**src/sv/bao_pkg.sv**
```systemverilog
// Shared types, constants and arithmetic helpers for the binomial option pricer.
package bao_pkg;

	localparam int MAX_STEPS_DEF = 1023;
	localparam logic [31:0] Q30_ONE = 32'h4000_0000;
	localparam int CFG_IDX_W = 3;

	localparam logic [CFG_IDX_W-1:0] CFG_PUT_MODE          = 3'd0;
	localparam logic [CFG_IDX_W-1:0] CFG_STEPS_IN_USE      = 3'd1;
	localparam logic [CFG_IDX_W-1:0] CFG_PROB_UP           = 3'd2;
	localparam logic [CFG_IDX_W-1:0] CFG_UP_FACTOR         = 3'd3;
	localparam logic [CFG_IDX_W-1:0] CFG_DOWN_FACTOR       = 3'd4;
	localparam logic [CFG_IDX_W-1:0] CFG_LEVEL_GROWTH      = 3'd5;
	localparam logic [CFG_IDX_W-1:0] CFG_TERMINAL_DISCOUNT = 3'd6;

	typedef struct packed {
		logic [31:0] spot_price;
		logic [31:0] strike;
	} in_beat_t;

	typedef struct packed {
		logic [31:0] amer_val;
		logic [31:0] euro_val;
	} out_beat_t;

	typedef struct packed {
		logic        put_mode;
		logic [9:0]  steps_in_use;
		logic [30:0] prob_up;
		logic [31:0] up_factor;
		logic [31:0] down_factor;
		logic [31:0] level_growth;
		logic [31:0] terminal_discount;
	} cfg_t;

	typedef enum logic [4:0] {
		OP_IDLE,
		OP_WR_SPOT,
		OP_MUL_UP,
		OP_WR_UP,
		OP_MUL_DN,
		OP_WR_DN,
		OP_WR_G0,
		OP_MUL_G,
		OP_WR_G,
		OP_RD,
		OP_LEAF_MUL,
		OP_LEAF_WR,
		OP_R1,
		OP_R2,
		OP_R3,
		OP_R4,
		OP_R5,
		OP_R6,
		OP_PUB
	} op_t;

	// (x*f)>>30, saturated to 32 bits
	function automatic logic [31:0] sat_q30(input logic [63:0] prod);
		logic [33:0] r;
		r = prod[63:30];
		return (r[33:32] != 2'b00) ? 32'hFFFF_FFFF : r[31:0];
	endfunction

	function automatic logic [31:0] payoff(input logic [31:0] price, input logic [31:0] k,
			input logic put);
		logic [31:0] res;
		if (put) begin
			res = (k > price) ? k - price : 32'd0;
		end else begin
			res = (price > k) ? price - k : 32'd0;
		end
		return res;
	endfunction

endpackage

```
**src/sv/bao_ctrl.sv**
```systemverilog
// Controller: sequences table build, leaf seeding and tree roll-back; owns the handshakes.
module bao_ctrl import bao_pkg::*; #(
	parameter int MAX_STEPS = MAX_STEPS_DEF,
	parameter int IDX_W = $clog2(MAX_STEPS + 1),
	parameter int PT_W = $clog2(2 * MAX_STEPS + 1)
) (
	input  logic             clk,
	input  logic             arst_n,
	input  logic             in_valid,
	output logic             in_stall,
	output logic             out_valid,
	input  logic             out_stall,
	input  logic [9:0]       steps_in_use,
	output logic             take,
	output op_t              op,
	output logic [IDX_W-1:0] node_addr,
	output logic [PT_W-1:0]  pt_addr,
	output logic [IDX_W-1:0] gt_addr
);

	typedef enum logic [4:0] {
		S_IDLE, S_WR_SPOT, S_MUP, S_WUP, S_MDN, S_WDN, S_WG0, S_MG, S_WG,
		S_LRD, S_LMUL, S_LWR, S_RRD, S_R1, S_R2, S_R3, S_R4, S_R5, S_R6, S_FIN
	} state_t;

	localparam logic [PT_W-1:0] MID = PT_W'(MAX_STEPS);

	state_t state_q;
	logic [IDX_W-1:0] i_q, j_q, n_q, n_clamp;
	logic out_valid_q;
	logic publish;
	logic [PT_W-1:0] lvl_addr;

	assign n_clamp = (steps_in_use == 10'd0) ? IDX_W'(1) :
		((int'(steps_in_use) > MAX_STEPS) ? IDX_W'(MAX_STEPS) : IDX_W'(steps_in_use));
	assign in_stall = (state_q != S_IDLE);
	assign take = in_valid && (state_q == S_IDLE);
	assign out_valid = out_valid_q;
	assign publish = (state_q == S_FIN) && (!out_valid_q || !out_stall);
	assign lvl_addr = MID + PT_W'(j_q) - (PT_W'(i_q) << 1);
	assign node_addr = i_q;
	assign gt_addr = (state_q == S_WG0) ? IDX_W'(0) : ((state_q == S_WG) ? i_q : j_q);

	always_comb begin
		pt_addr = lvl_addr;
		unique case (state_q)
			S_WR_SPOT: pt_addr = MID;
			S_WUP:     pt_addr = MID + PT_W'(i_q);
			S_WDN:     pt_addr = MID - PT_W'(i_q);
			default:   pt_addr = lvl_addr;
		endcase
	end

	always_comb begin
		unique case (state_q)
			S_WR_SPOT: op = OP_WR_SPOT;
			S_MUP:     op = OP_MUL_UP;
			S_WUP:     op = OP_WR_UP;
			S_MDN:     op = OP_MUL_DN;
			S_WDN:     op = OP_WR_DN;
			S_WG0:     op = OP_WR_G0;
			S_MG:      op = OP_MUL_G;
			S_WG:      op = OP_WR_G;
			S_LRD:     op = OP_RD;
			S_LMUL:    op = OP_LEAF_MUL;
			S_LWR:     op = OP_LEAF_WR;
			S_RRD:     op = OP_RD;
			S_R1:      op = OP_R1;
			S_R2:      op = OP_R2;
			S_R3:      op = OP_R3;
			S_R4:      op = OP_R4;
			S_R5:      op = OP_R5;
			S_R6:      op = OP_R6;
			S_FIN:     op = publish ? OP_PUB : OP_IDLE;
			default:   op = OP_IDLE;
		endcase
	end

	always_ff @(posedge clk or negedge arst_n) begin
		if (!arst_n) begin
			state_q <= S_IDLE;
			out_valid_q <= 1'b0;
			i_q <= '0;
			j_q <= '0;
			n_q <= '0;
		end else begin
			if (publish) begin
				out_valid_q <= 1'b1;
			end else if (out_valid_q && !out_stall) begin
				out_valid_q <= 1'b0;
			end
			unique case (state_q)
				S_IDLE: begin
					if (in_valid) begin
						n_q <= n_clamp;
						j_q <= n_clamp;
						i_q <= IDX_W'(1);
						state_q <= S_WR_SPOT;
					end
				end
				S_WR_SPOT: state_q <= S_MUP;
				S_MUP:     state_q <= S_WUP;
				S_WUP:     state_q <= S_MDN;
				S_MDN:     state_q <= S_WDN;
				S_WDN: begin
					if (i_q == n_q) begin
						state_q <= S_WG0;
					end else begin
						i_q <= i_q + IDX_W'(1);
						state_q <= S_MUP;
					end
				end
				S_WG0: begin
					i_q <= IDX_W'(1);
					state_q <= S_MG;
				end
				S_MG: state_q <= S_WG;
				S_WG: begin
					if (i_q == n_q) begin
						i_q <= '0;
						state_q <= S_LRD;
					end else begin
						i_q <= i_q + IDX_W'(1);
						state_q <= S_MG;
					end
				end
				S_LRD:  state_q <= S_LMUL;
				S_LMUL: state_q <= S_LWR;
				S_LWR: begin
					if (i_q == n_q) begin
						i_q <= '0;
						j_q <= n_q - IDX_W'(1);
						state_q <= S_RRD;
					end else begin
						i_q <= i_q + IDX_W'(1);
						state_q <= S_LRD;
					end
				end
				S_RRD: state_q <= S_R1;
				S_R1:  state_q <= S_R2;
				S_R2:  state_q <= S_R3;
				S_R3:  state_q <= S_R4;
				S_R4:  state_q <= S_R5;
				S_R5:  state_q <= S_R6;
				S_R6: begin
					if (i_q == j_q) begin
						if (j_q == '0) begin
							state_q <= S_FIN;
						end else begin
							j_q <= j_q - IDX_W'(1);
							i_q <= '0;
							state_q <= S_RRD;
						end
					end else begin
						i_q <= i_q + IDX_W'(1);
						state_q <= S_RRD;
					end
				end
				S_FIN: begin
					if (publish) begin
						state_q <= S_IDLE;
					end
				end
				default: state_q <= S_IDLE;
			endcase
		end
	end

endmodule

```
**config.mk**
```make
export PLATFORM = sky130hd
export DESIGN_NAME = bao_ctrl
export DESIGN_NICKNAME = d
export VERILOG_FILES = /design/src/sv/bao_pkg.sv /design/src/sv/bao_ctrl.sv
export SDC_FILE = /design/constraint.sdc
export NUM_CORES = 1
export LEC_CHECK = 0
export ABC_CLOCK_PERIOD_IN_PS = 3800
export BUFFER_PORTS_ARGS = -buffer_cell sky130_fd_sc_hd__buf_2
export CORE_MARGIN = 2
export CORE_UTILIZATION = 50
export DETAILED_ROUTE_END_ITERATION = 16
export PLACE_DENSITY_LB_ADDON = 0.25
export SYNTH_ARGS = -nofsm -noshare
export SYNTH_HDL_FRONTEND = slang
export SYNTH_SLANG_ARGS = --single-unit
export TNS_END_PERCENT = 10
```
**constraint.sdc**
```tcl
create_clock -name clk -period 3.8 [get_ports clk]
set_input_delay 0.57 -clock clk [delete_from_list [all_inputs] [get_ports clk]]
set_output_delay 0.57 -clock clk [all_outputs]
set_load 0.01 [all_outputs]
```
-- Word level (Yosys, flattened, before mapping)
Index checks and enable logic that the tools add are counted.
- RAM bits: 0
- memories kept: 0
- bits in latches: 0
- ROM bits: 0
- word-level logic and storage cells: 86
- register bits after elaboration: 36
- output and inout bits: 39
- bits of input ports: 14
- order comparisons: 0
- reduce and logical (&&, ||, !) cells: 19
- multipliers: 0
- add/sub/neg operators: 7
- multiplexer cells: 27
- equality and inequality tests: 28
- shift-type cells: 0
- bitwise operators: 0
- div/mod/pow operators: 0
- operator list (cell ; count):
    $mux 10 ; 12
    $pmux 5 s20 ; 1
    $pmux 5 s18 ; 1
    $pmux 10 s5 ; 1
    $eq 5x4->1 const B ; 8
    $pmux 11 s3 ; 1
    $pmux 10 s3 ; 1
    $mux 5 ; 5
    $add 10x10->11 const A ; 2
    $eq 10x10->1 ; 2
    $eq 5x3->1 const B ; 4
    $eq 5x5->1 const B ; 4
    $logic_not 10->1 ; 2
    $sub 10x1->10 const B ; 2
    $ne 2x2->1 const B ; 6
    $sub 10x10->11 const A ; 1
    $sub 11x11->11 ; 1
    $add 10x1->10 const B ; 1
    $eq 5x2->1 const B ; 2
    $reduce_bool 5->1 ; 2
    $mux 3 ; 2
    $eq 5x1->1 const B ; 1
    $logic_not 5->1 ; 1
    $reduce_and 5->1 ; 1
    other kinds (11) ; 17

-- Logic depth before layout (Yosys ltp)
Gate-level depths: netlist of run 1.
- word-level depth: 5
- gate-level depth with buffers: 13
- mapped depth without buffers: 10

-- Worst setup path after synthesis of run 1
No wires, ideal clock.
- kind: reg-to-reg
- start point: reg state_q[3]
- end point: reg j_q[6]
- setup time: 66 ps
- cell stages (with the launch flop): 14
- period minus slack after synthesis: 3120 ps
- data required time: 3734 ps
- buffers on the path: 3
- setup slack: 680 ps
- data arrival time: 3054 ps
- path through: dfrtp_1 > buf_2 > or3b_1 > buf_6 > or2_4 > buf_6 > mux2i_1 > ha_1 > or4b_1 > or3_1 > a31oi_1 > a31oi_1 > nor3_1 > a22o_1
- cells in the longest elaborated chain, start to end: 3
- elaborated cells between the ends (all ways): 10
- classes of those cells: eq/ne (6); mux (1); reduce/logical (3)
- RTL lines (element ; line ; text):
    from (decl) ; bao_ctrl.sv:28 ; state_t state_q;
    from (signal assigned) ; bao_ctrl.sv:81 ; state_q <= S_IDLE;
    from (signal assigned) ; bao_ctrl.sv:98 ; state_q <= S_WR_SPOT;
    from (signal assigned) ; bao_ctrl.sv:101 ; S_WR_SPOT: state_q <= S_MUP;
    $eq 5x5->1 (tied with other cells) ; bao_ctrl.sv:92 ; unique case (state_q)
    $ne 2x2->1 (no source line) or $reduce_bool 3->1 (tied branches) ; n/a ;
    $reduce_and 5->1 (no source line) ; n/a ;
    to (signal assigned) ; bao_ctrl.sv:96 ; j_q <= n_clamp;
    to (signal assigned) ; bao_ctrl.sv:132 ; j_q <= n_q - IDX_W'(1);
    to (signal assigned) ; bao_ctrl.sv:150 ; j_q <= j_q - IDX_W'(1);
    to (decl) ; bao_ctrl.sv:29 ; logic [IDX_W-1:0] i_q, j_q, n_q, n_clamp;
Several ways; a longest one is shown, not always the timed one.
A chain may end at the register's enable or synchronous reset.

-- Worst setup path after layout of run 1
- start point: reg i_q[0], in the netlist node_addr[0]
- end point: out pt_addr[10]
- cells in the longest elaborated chain, start to end: 2
- elaborated cells between the ends (all ways): 4
- classes of those cells: add/sub (3); mux (1)
- RTL lines (element ; line ; text):
    from (decl) ; bao_ctrl.sv:29 ;
    from (signal assigned) ; bao_ctrl.sv:109 ; i_q <= i_q + IDX_W'(1);
    from (signal assigned) ; bao_ctrl.sv:123 ; i_q <= i_q + IDX_W'(1);
    from (signal assigned) ; bao_ctrl.sv:135 ; i_q <= i_q + IDX_W'(1);
    $sub 11x11->11 (tied with other cells) ; bao_ctrl.sv:40 ; assign lvl_addr = MID + PT_W'(j_q) - (PT_W'(i_q) << 1);
    $pmux 11 s3 * ; bao_ctrl.sv:46 ; unique case (state_q)
    to (decl) ; bao_ctrl.sv:17 ; output logic [PT_W-1:0] pt_addr,
Mark *: on every way between the ends. The rest lies on a longest branch, timed or not.

==> impl_metrics.tcl, run 1 <==
set metrics [dict create \
    synth.distinct_cells 70 \
    ys.flop_type "dfrtp_1" \
    ys_ff_latch 36 \
    arrival_ns 2.92 \
    drive_above_1_share 0.195 \
    avgSynthCellArea_sq_um 7.77 \
    setup_tns_ns 0 \
    clockBufferDepth 2 \
    slew_violations 0 \
    crit_fanout 9 \
    post_cts_buffers 0 \
    r2r_end "j_q[6]" \
    grt-ovfl-total 0 \
    worstReg2RegStart "state_q[2]" \
    syn-num-nets 522 \
    worst_setup_path_end_kind "output pin" \
    cts_hold_buf 0 \
    dpl-instance-area_sq_um 4160 \
    seq_area_sq_um 901 \
    gp_congestion 0.953 \
    r2r_slack_ns 0.53 \
    cts_sinks 36 \
    synth_area_leader_cell "dfrtp_1" \
    synth_cells 495 \
    rr_worst_depth 10 \
    p_per_area_nw_per_um2 845 \
    synthToLayoutAreaGrowth_pct 10.5 \
    antenna_cells 0 \
    cts_max_level 2 \
    cts_made_buffers 5 \
    antenna_found_initial 0 \
    grt_pass1_vias 3650 \
    grt_max_degree 37 \
    rows 31 \
    die_h_microns 91.7 \
    grt_pass1_wl_mm 18.0 \
    setup.worst_path.start_class "flop" \
    status "finished clean" \
    design.core.area_sq_um 7370 \
    max_slew_margin 0.328 \
    clk_latency_ns 0.30 \
    setup_viol 0 \
    final_antenna_net_count 0 \
    synth_area_leaders "dfrtp_1, xnor2_1, nor2_1" \
    post_cts_resized 0 \
    path_clk_slew_ns 0.08 \
    synth_warnings 0 \
    remaining_drc_errors 0 \
    dieArea_sq_um 8410 \
    stdcell_area_sq_um 4250 \
    cp.required_ns 3.23 \
    finalClockSkew_ns 0.00893 \
    finalCritPeriodShare 0.918 \
    fin_nets 560 \
    die_w_microns 91.7 \
    port_buffers 52 \
    synth-seq-area-share 0.234 \
    max-cap-violations 0 \
    fin_crit_ns 3.49 \
    io_pins 53 \
    initial_core_util 0.522 \
    fmax_mhz 287 \
    wl_per_cell_microns 17.5 \
    hold_path.class "in2async" \
    vias 3918 \
    cts_root_buf "clkbuf_8" \
    rsz0062_at_grt "false" \
    nFillCells 712 \
    worstSetupPathType "reg2out" \
    synth-edff-count 0 \
    power_leakage_nw 1.83 \
    syn-cell-area_sq_um 3850 \
    via_per_inst 6.19 \
    hold_viol 0 \
    synth_top_area_share 0.234 \
    async_reset_ff_frac 1.00 \
    drt_iter0_drc 411 \
    drt-total-wl_mm 11.1 \
    first_pass_iters 5 \
    hpwl_mm 8.25 \
    track_usage 0.265 \
    cts_tree "done" \
    ir_drop_mv 0.440 \
    tightest_slew_ns 1.00 \
    multi_input_area_sq_um 2680 \
]
[cell type report]
cell class,count,area share
Multi-Input combinational cell,401,0.629
Tap cell,99,0.0291
Clock inverter,2,0.00324
Clock buffer,6,0.0194
Timing Repair Buffer,67,0.0877
Inverter,22,0.0194
Sequential cell,36,0.212
[cell usage in the layout (no fill, tap or decap), types with 5 or more instances in the layout]
cell type | netlist | routed
inv_1 | 22 | 22
o21ai_0 | 36 | 36
or3_1 | 7 | 7
ha_1 | 12 | 12
a21oi_1 | 32 | 32
clkbuf_8 | 0 | 6
nand3_1 | 14 | 14
buf_4 | 3 | 15
and2_1 | 6 | 6
nor2b_1 | 5 | 5
a31oi_1 | 11 | 11
a22o_1 | 10 | 10
and3_1 | 7 | 7
mux2_2 | 14 | 14
nor3b_1 | 6 | 6
nand4_1 | 6 | 6
xnor2_1 | 29 | 29
nand2b_1 | 7 | 7
nor2_1 | 59 | 59
nand2_1 | 35 | 35
mux2i_1 | 7 | 7
dfrtp_1 | 36 | 36
nor3_1 | 20 | 20
buf_2 | 16 | 52
[cell usage after synthesis, drive strengths merged, types with 4 or more instances]
cell type and count:
nor2b 5, nand4 7, a21oi 33, o31ai 4
a31oi 11, clkbuf 10, dfrtp 36, or3 7
o21ai 38, nand3 14, nor2 61, nor4 4
nand2b 7, nor3 24, nor3b 6, inv 22
ha 12, mux2i 7, nand2 35, buf 26
a22o 10, and2 6, xnor2 29, mux2 15
xor2 4, o211ai 5, and3 7
[flip-flops by register name, indices dropped and copies added (netlist names)]
signal     cells
j_q           10
n_q           10
node_addr     10
state_q        5
out_valid      1
[worst max-delay path, stage by stage (launching register included)]
cell and delay [ns]:
dfrtp_1 0.55, inv_1 0.20, fa_1 0.50, a21oi_1 0.23, o211ai_1 0.14, a31oi_1 0.31, a21oi_1 0.13, or3_1 0.36
nand3_1 0.09, buf_2 0.13
[through the flow]
step	std cells	worst slack, ns	utilization	power, W	hold WS [ns]
floorplan	495	0.680	-	0.00254	0.274
global placement	625	0.695	0.564	0.00321	0.576
detailed placement	625	0.593	0.564	0.00326	0.582
CTS	633	0.326	0.577	0.00357	0.403
global route	633	0.100	0.577	0.00390	0.445
finish	633	0.311	0.577	0.00359	0.379
[routing by layer]
layer / share of wire / vias up / track usage / wire (microns)
li1: - / 1879 / - / -
met1: 0.43 / 1845 / 0.354 / 4780
met2: 0.47 / 167 / 0.446 / 5180
met3: 0.073 / 27 / 0.0247 / 812
met4: 0.029 / 0 / 0.101 / 321
met5: 0 / - / 0 / 0
[cells by family (layout without fill, tap and decap cells)]
kind of cell	count (synthesis)	count (layout)	share of synthesized area
multiplexers	22	22	0.0631
adder cells (fa/ha/maj)	13	13	0.0442
AND/OR/NAND/NOR	192	192	0.262
flip-flops	36	36	0.234
buffers and inverters	58	97	0.0706
XOR/XNOR	33	33	0.0751
AO/OA/AOI/OAI	141	141	0.251
[worst max path at each step]
stage / endpoint / cells past startpoint / slack [ns] / start
after floorplan: j_q[6] / 13 / 0.68 / state_q[3]
after global placement: j_q[6] / 10 / 0.69 / state_q[2]
after detailed placement: j_q[6] / 10 / 0.59 / state_q[2]
after CTS: pt_addr[10] / 9 / 0.33 / node_addr[0]
after global routing: pt_addr[9] / 9 / 0.10 / node_addr[0]
final: pt_addr[10] / 9 / 0.31 / node_addr[0]
[power breakdown]
group	switching [W]	internal (W)	total, W
clock	0.000154	0.000148	0.000302
sequential	0.000258	0.000516	0.000774
combinational	0.00142	0.00109	0.00251
Power figures use the tool's default switching activity.
==> inputs of run 2 (changes only) <==
==> constraint.sdc (replaced) <==
create_clock -name clk -period 3.8 [get_ports clk]
set_input_delay 0.38 -clock clk [delete_from_list [all_inputs] [get_ports clk]]
set_output_delay 0.38 -clock clk [all_outputs]
set_load 0.01 [all_outputs]
==> run 2 against run 1 <==
  * Cell count decreased by 0.63%
  * Combinational power down 2%
  * Global-route usage about the same
  * First-iteration DRC count shrank 0.49%
  * Hold slack worse by 0.19 ns
  * Sequential share of layout area up 0.15 points
  * Sequential power up 4.8%
  * Critical path depth did not move
  * Largest power group unchanged
==> impl_metrics.tcl, run 2 (synthesis results as in run 1) <==
set metrics [dict create \
    status "finished clean" \
    max-cap-violations 0 \
    path_clk_slew_ns 0.09 \
    power_w 0.00358 \
    drt_iter0_drc 409 \
    first_pass_iters 5 \
    track_usage 0.266 \
    remaining_drc_errors 0 \
    drive_above_1_share 0.189 \
    final_antenna_net_count 0 \
    pwr-share-comb 0.689 \
    hold_path.class "in2async" \
    rsz0062_at_grt "false" \
    power_leakage_nw 1.81 \
    slew_violations 0 \
    drt-total-wl_mm 11.1 \
    post_cts_buffers 0 \
    rr_worst_depth 10 \
    gp_congestion 0.908 \
    io_pins 53 \
    die_w_microns 91.7 \
    swShare 0.515 \
    setup_tns_ns 0 \
    finalClockSkew_ns 0.0119 \
    grt-ovfl-total 0 \
    pwr-share-seq 0.227 \
    cts_max_level 2 \
    worstSetupPathType "reg2out" \
    fin_nets 556 \
    rows 31 \
    via_per_inst 6.29 \
    dpl-instance-area_sq_um 4130 \
    fin_crit_ns 3.40 \
    clockBufferDepth 2 \
    hold-worst-slack_ns 0.190 \
    cp.required_ns 3.42 \
    setup_viol 0 \
    cts_made_buffers 5 \
    cts_root_buf "clkbuf_8" \
    fmax_mhz 294 \
    synthToLayoutAreaGrowth_pct 9.72 \
    stdcell_area_sq_um 4220 \
    grt_max_degree 37 \
    postLayoutCoreUtil 0.573 \
    grt_pass1_wl_mm 18.2 \
    clk_latency_ns 0.30 \
    grt_pass1_vias 3595 \
    vias 3955 \
    max_slew_margin 0.428 \
    clockPowerShare 0.085 \
    die_h_microns 91.7 \
    final_cell_mix "nor2_1, buf_2, o21ai_0, dfrtp_1, nand2_1" \
    ir_drop_mv 0.422 \
    p_per_area_nw_per_um2 848 \
    antenna_found_initial 0 \
    switchingPower_w 0.00184 \
    finalCritPeriodShare 0.894 \
    hpwl_mm 8.10 \
    arrival_ns 3.02 \
    cts_hold_buf 0 \
    setup.worst_path.start_class "flop" \
    wl_per_cell_microns 17.6 \
    hold_viol 0 \
    crit_fanout 9 \
    worst_setup_path_end_kind "output pin" \
    internal-power_w 0.00174 \
    post_cts_resized 0 \
    dieArea_sq_um 8410 \
    antenna_cells 0 \
    port_buffers 52 \
    design.core.area_sq_um 7370 \
    final_common_cell "nor2_1" \
    initial_core_util 0.522 \
    tightest_slew_ns 0.857 \
    cts_sinks 36 \
    cts_tree "done" \
]
## run 2: worst max-delay path, stage by stage, from the launching register on
cell	delay (ns)
dfrtp_1	0.55
inv_1	0.19
fa_1	0.49
a21oi_1	0.27
o211ai_1	0.16
a31oi_1	0.36
a21oi_1	0.14
or3_1	0.36
nand3_1	0.09
buf_2	0.13
## run 2: final timing paths
kind | startpoint | to | slack [ns]
min | arst_n | state_q[3] | 0.19
max in group asynchronous | arst_n | node_addr[7] | 3.07
max | node_addr[0] | pt_addr[10] | 0.40
max reg2reg | state_q[2] | j_q[6] | 0.58
min reg2reg | n_q[9] | n_q[9] | 0.59
min in group clk | steps_in_use[3] | n_q[3] | 0.35
## run 2: layout make-up
cell class                      instances  area [sq um]
Inverter                               22          82.6
Multi-Input combinational cell        401          2680
Clock buffer                            6          82.6
Sequential cell                        36           901
Timing Repair Buffer                   63           343
Tap cell                               99           124
Clock inverter                          2          13.8
Fill cell                             711          3150
## run 2: per-layer routing
metal / GRT usage / part of all wire / vias to the layer above
li1: - / - / 1862
met5: 0 / 0 / -
met4: 0.0759 / 0.021 / 0
met2: 0.444 / 0.47 / 184
met1: 0.366 / 0.45 / 1890
met3: 0.0271 / 0.062 / 19
## run 2: stage by stage
stage / std cells / setup slack, ns
2_1_floorplan: 495 / 0.680
3_3_place_gp: 621 / 0.700
3_5_place_dp: 621 / 0.621
4_1_cts: 629 / 0.465
5_1_grt: 629 / 0.214
6_report: 629 / 0.403
## run 2: power by group through the flow
stage	clock, W	combinational (W)	sequential [W]
6_report	0.000303	0.00247	0.000811
5_1_grt	0.000325	0.00272	0.000827
4_1_cts	0.000310	0.00244	0.000798
3_5_place_dp	0	0.00243	0.000807
3_3_place_gp	0	0.00238	0.000798
2_1_floorplan	0	0.00189	0.000651
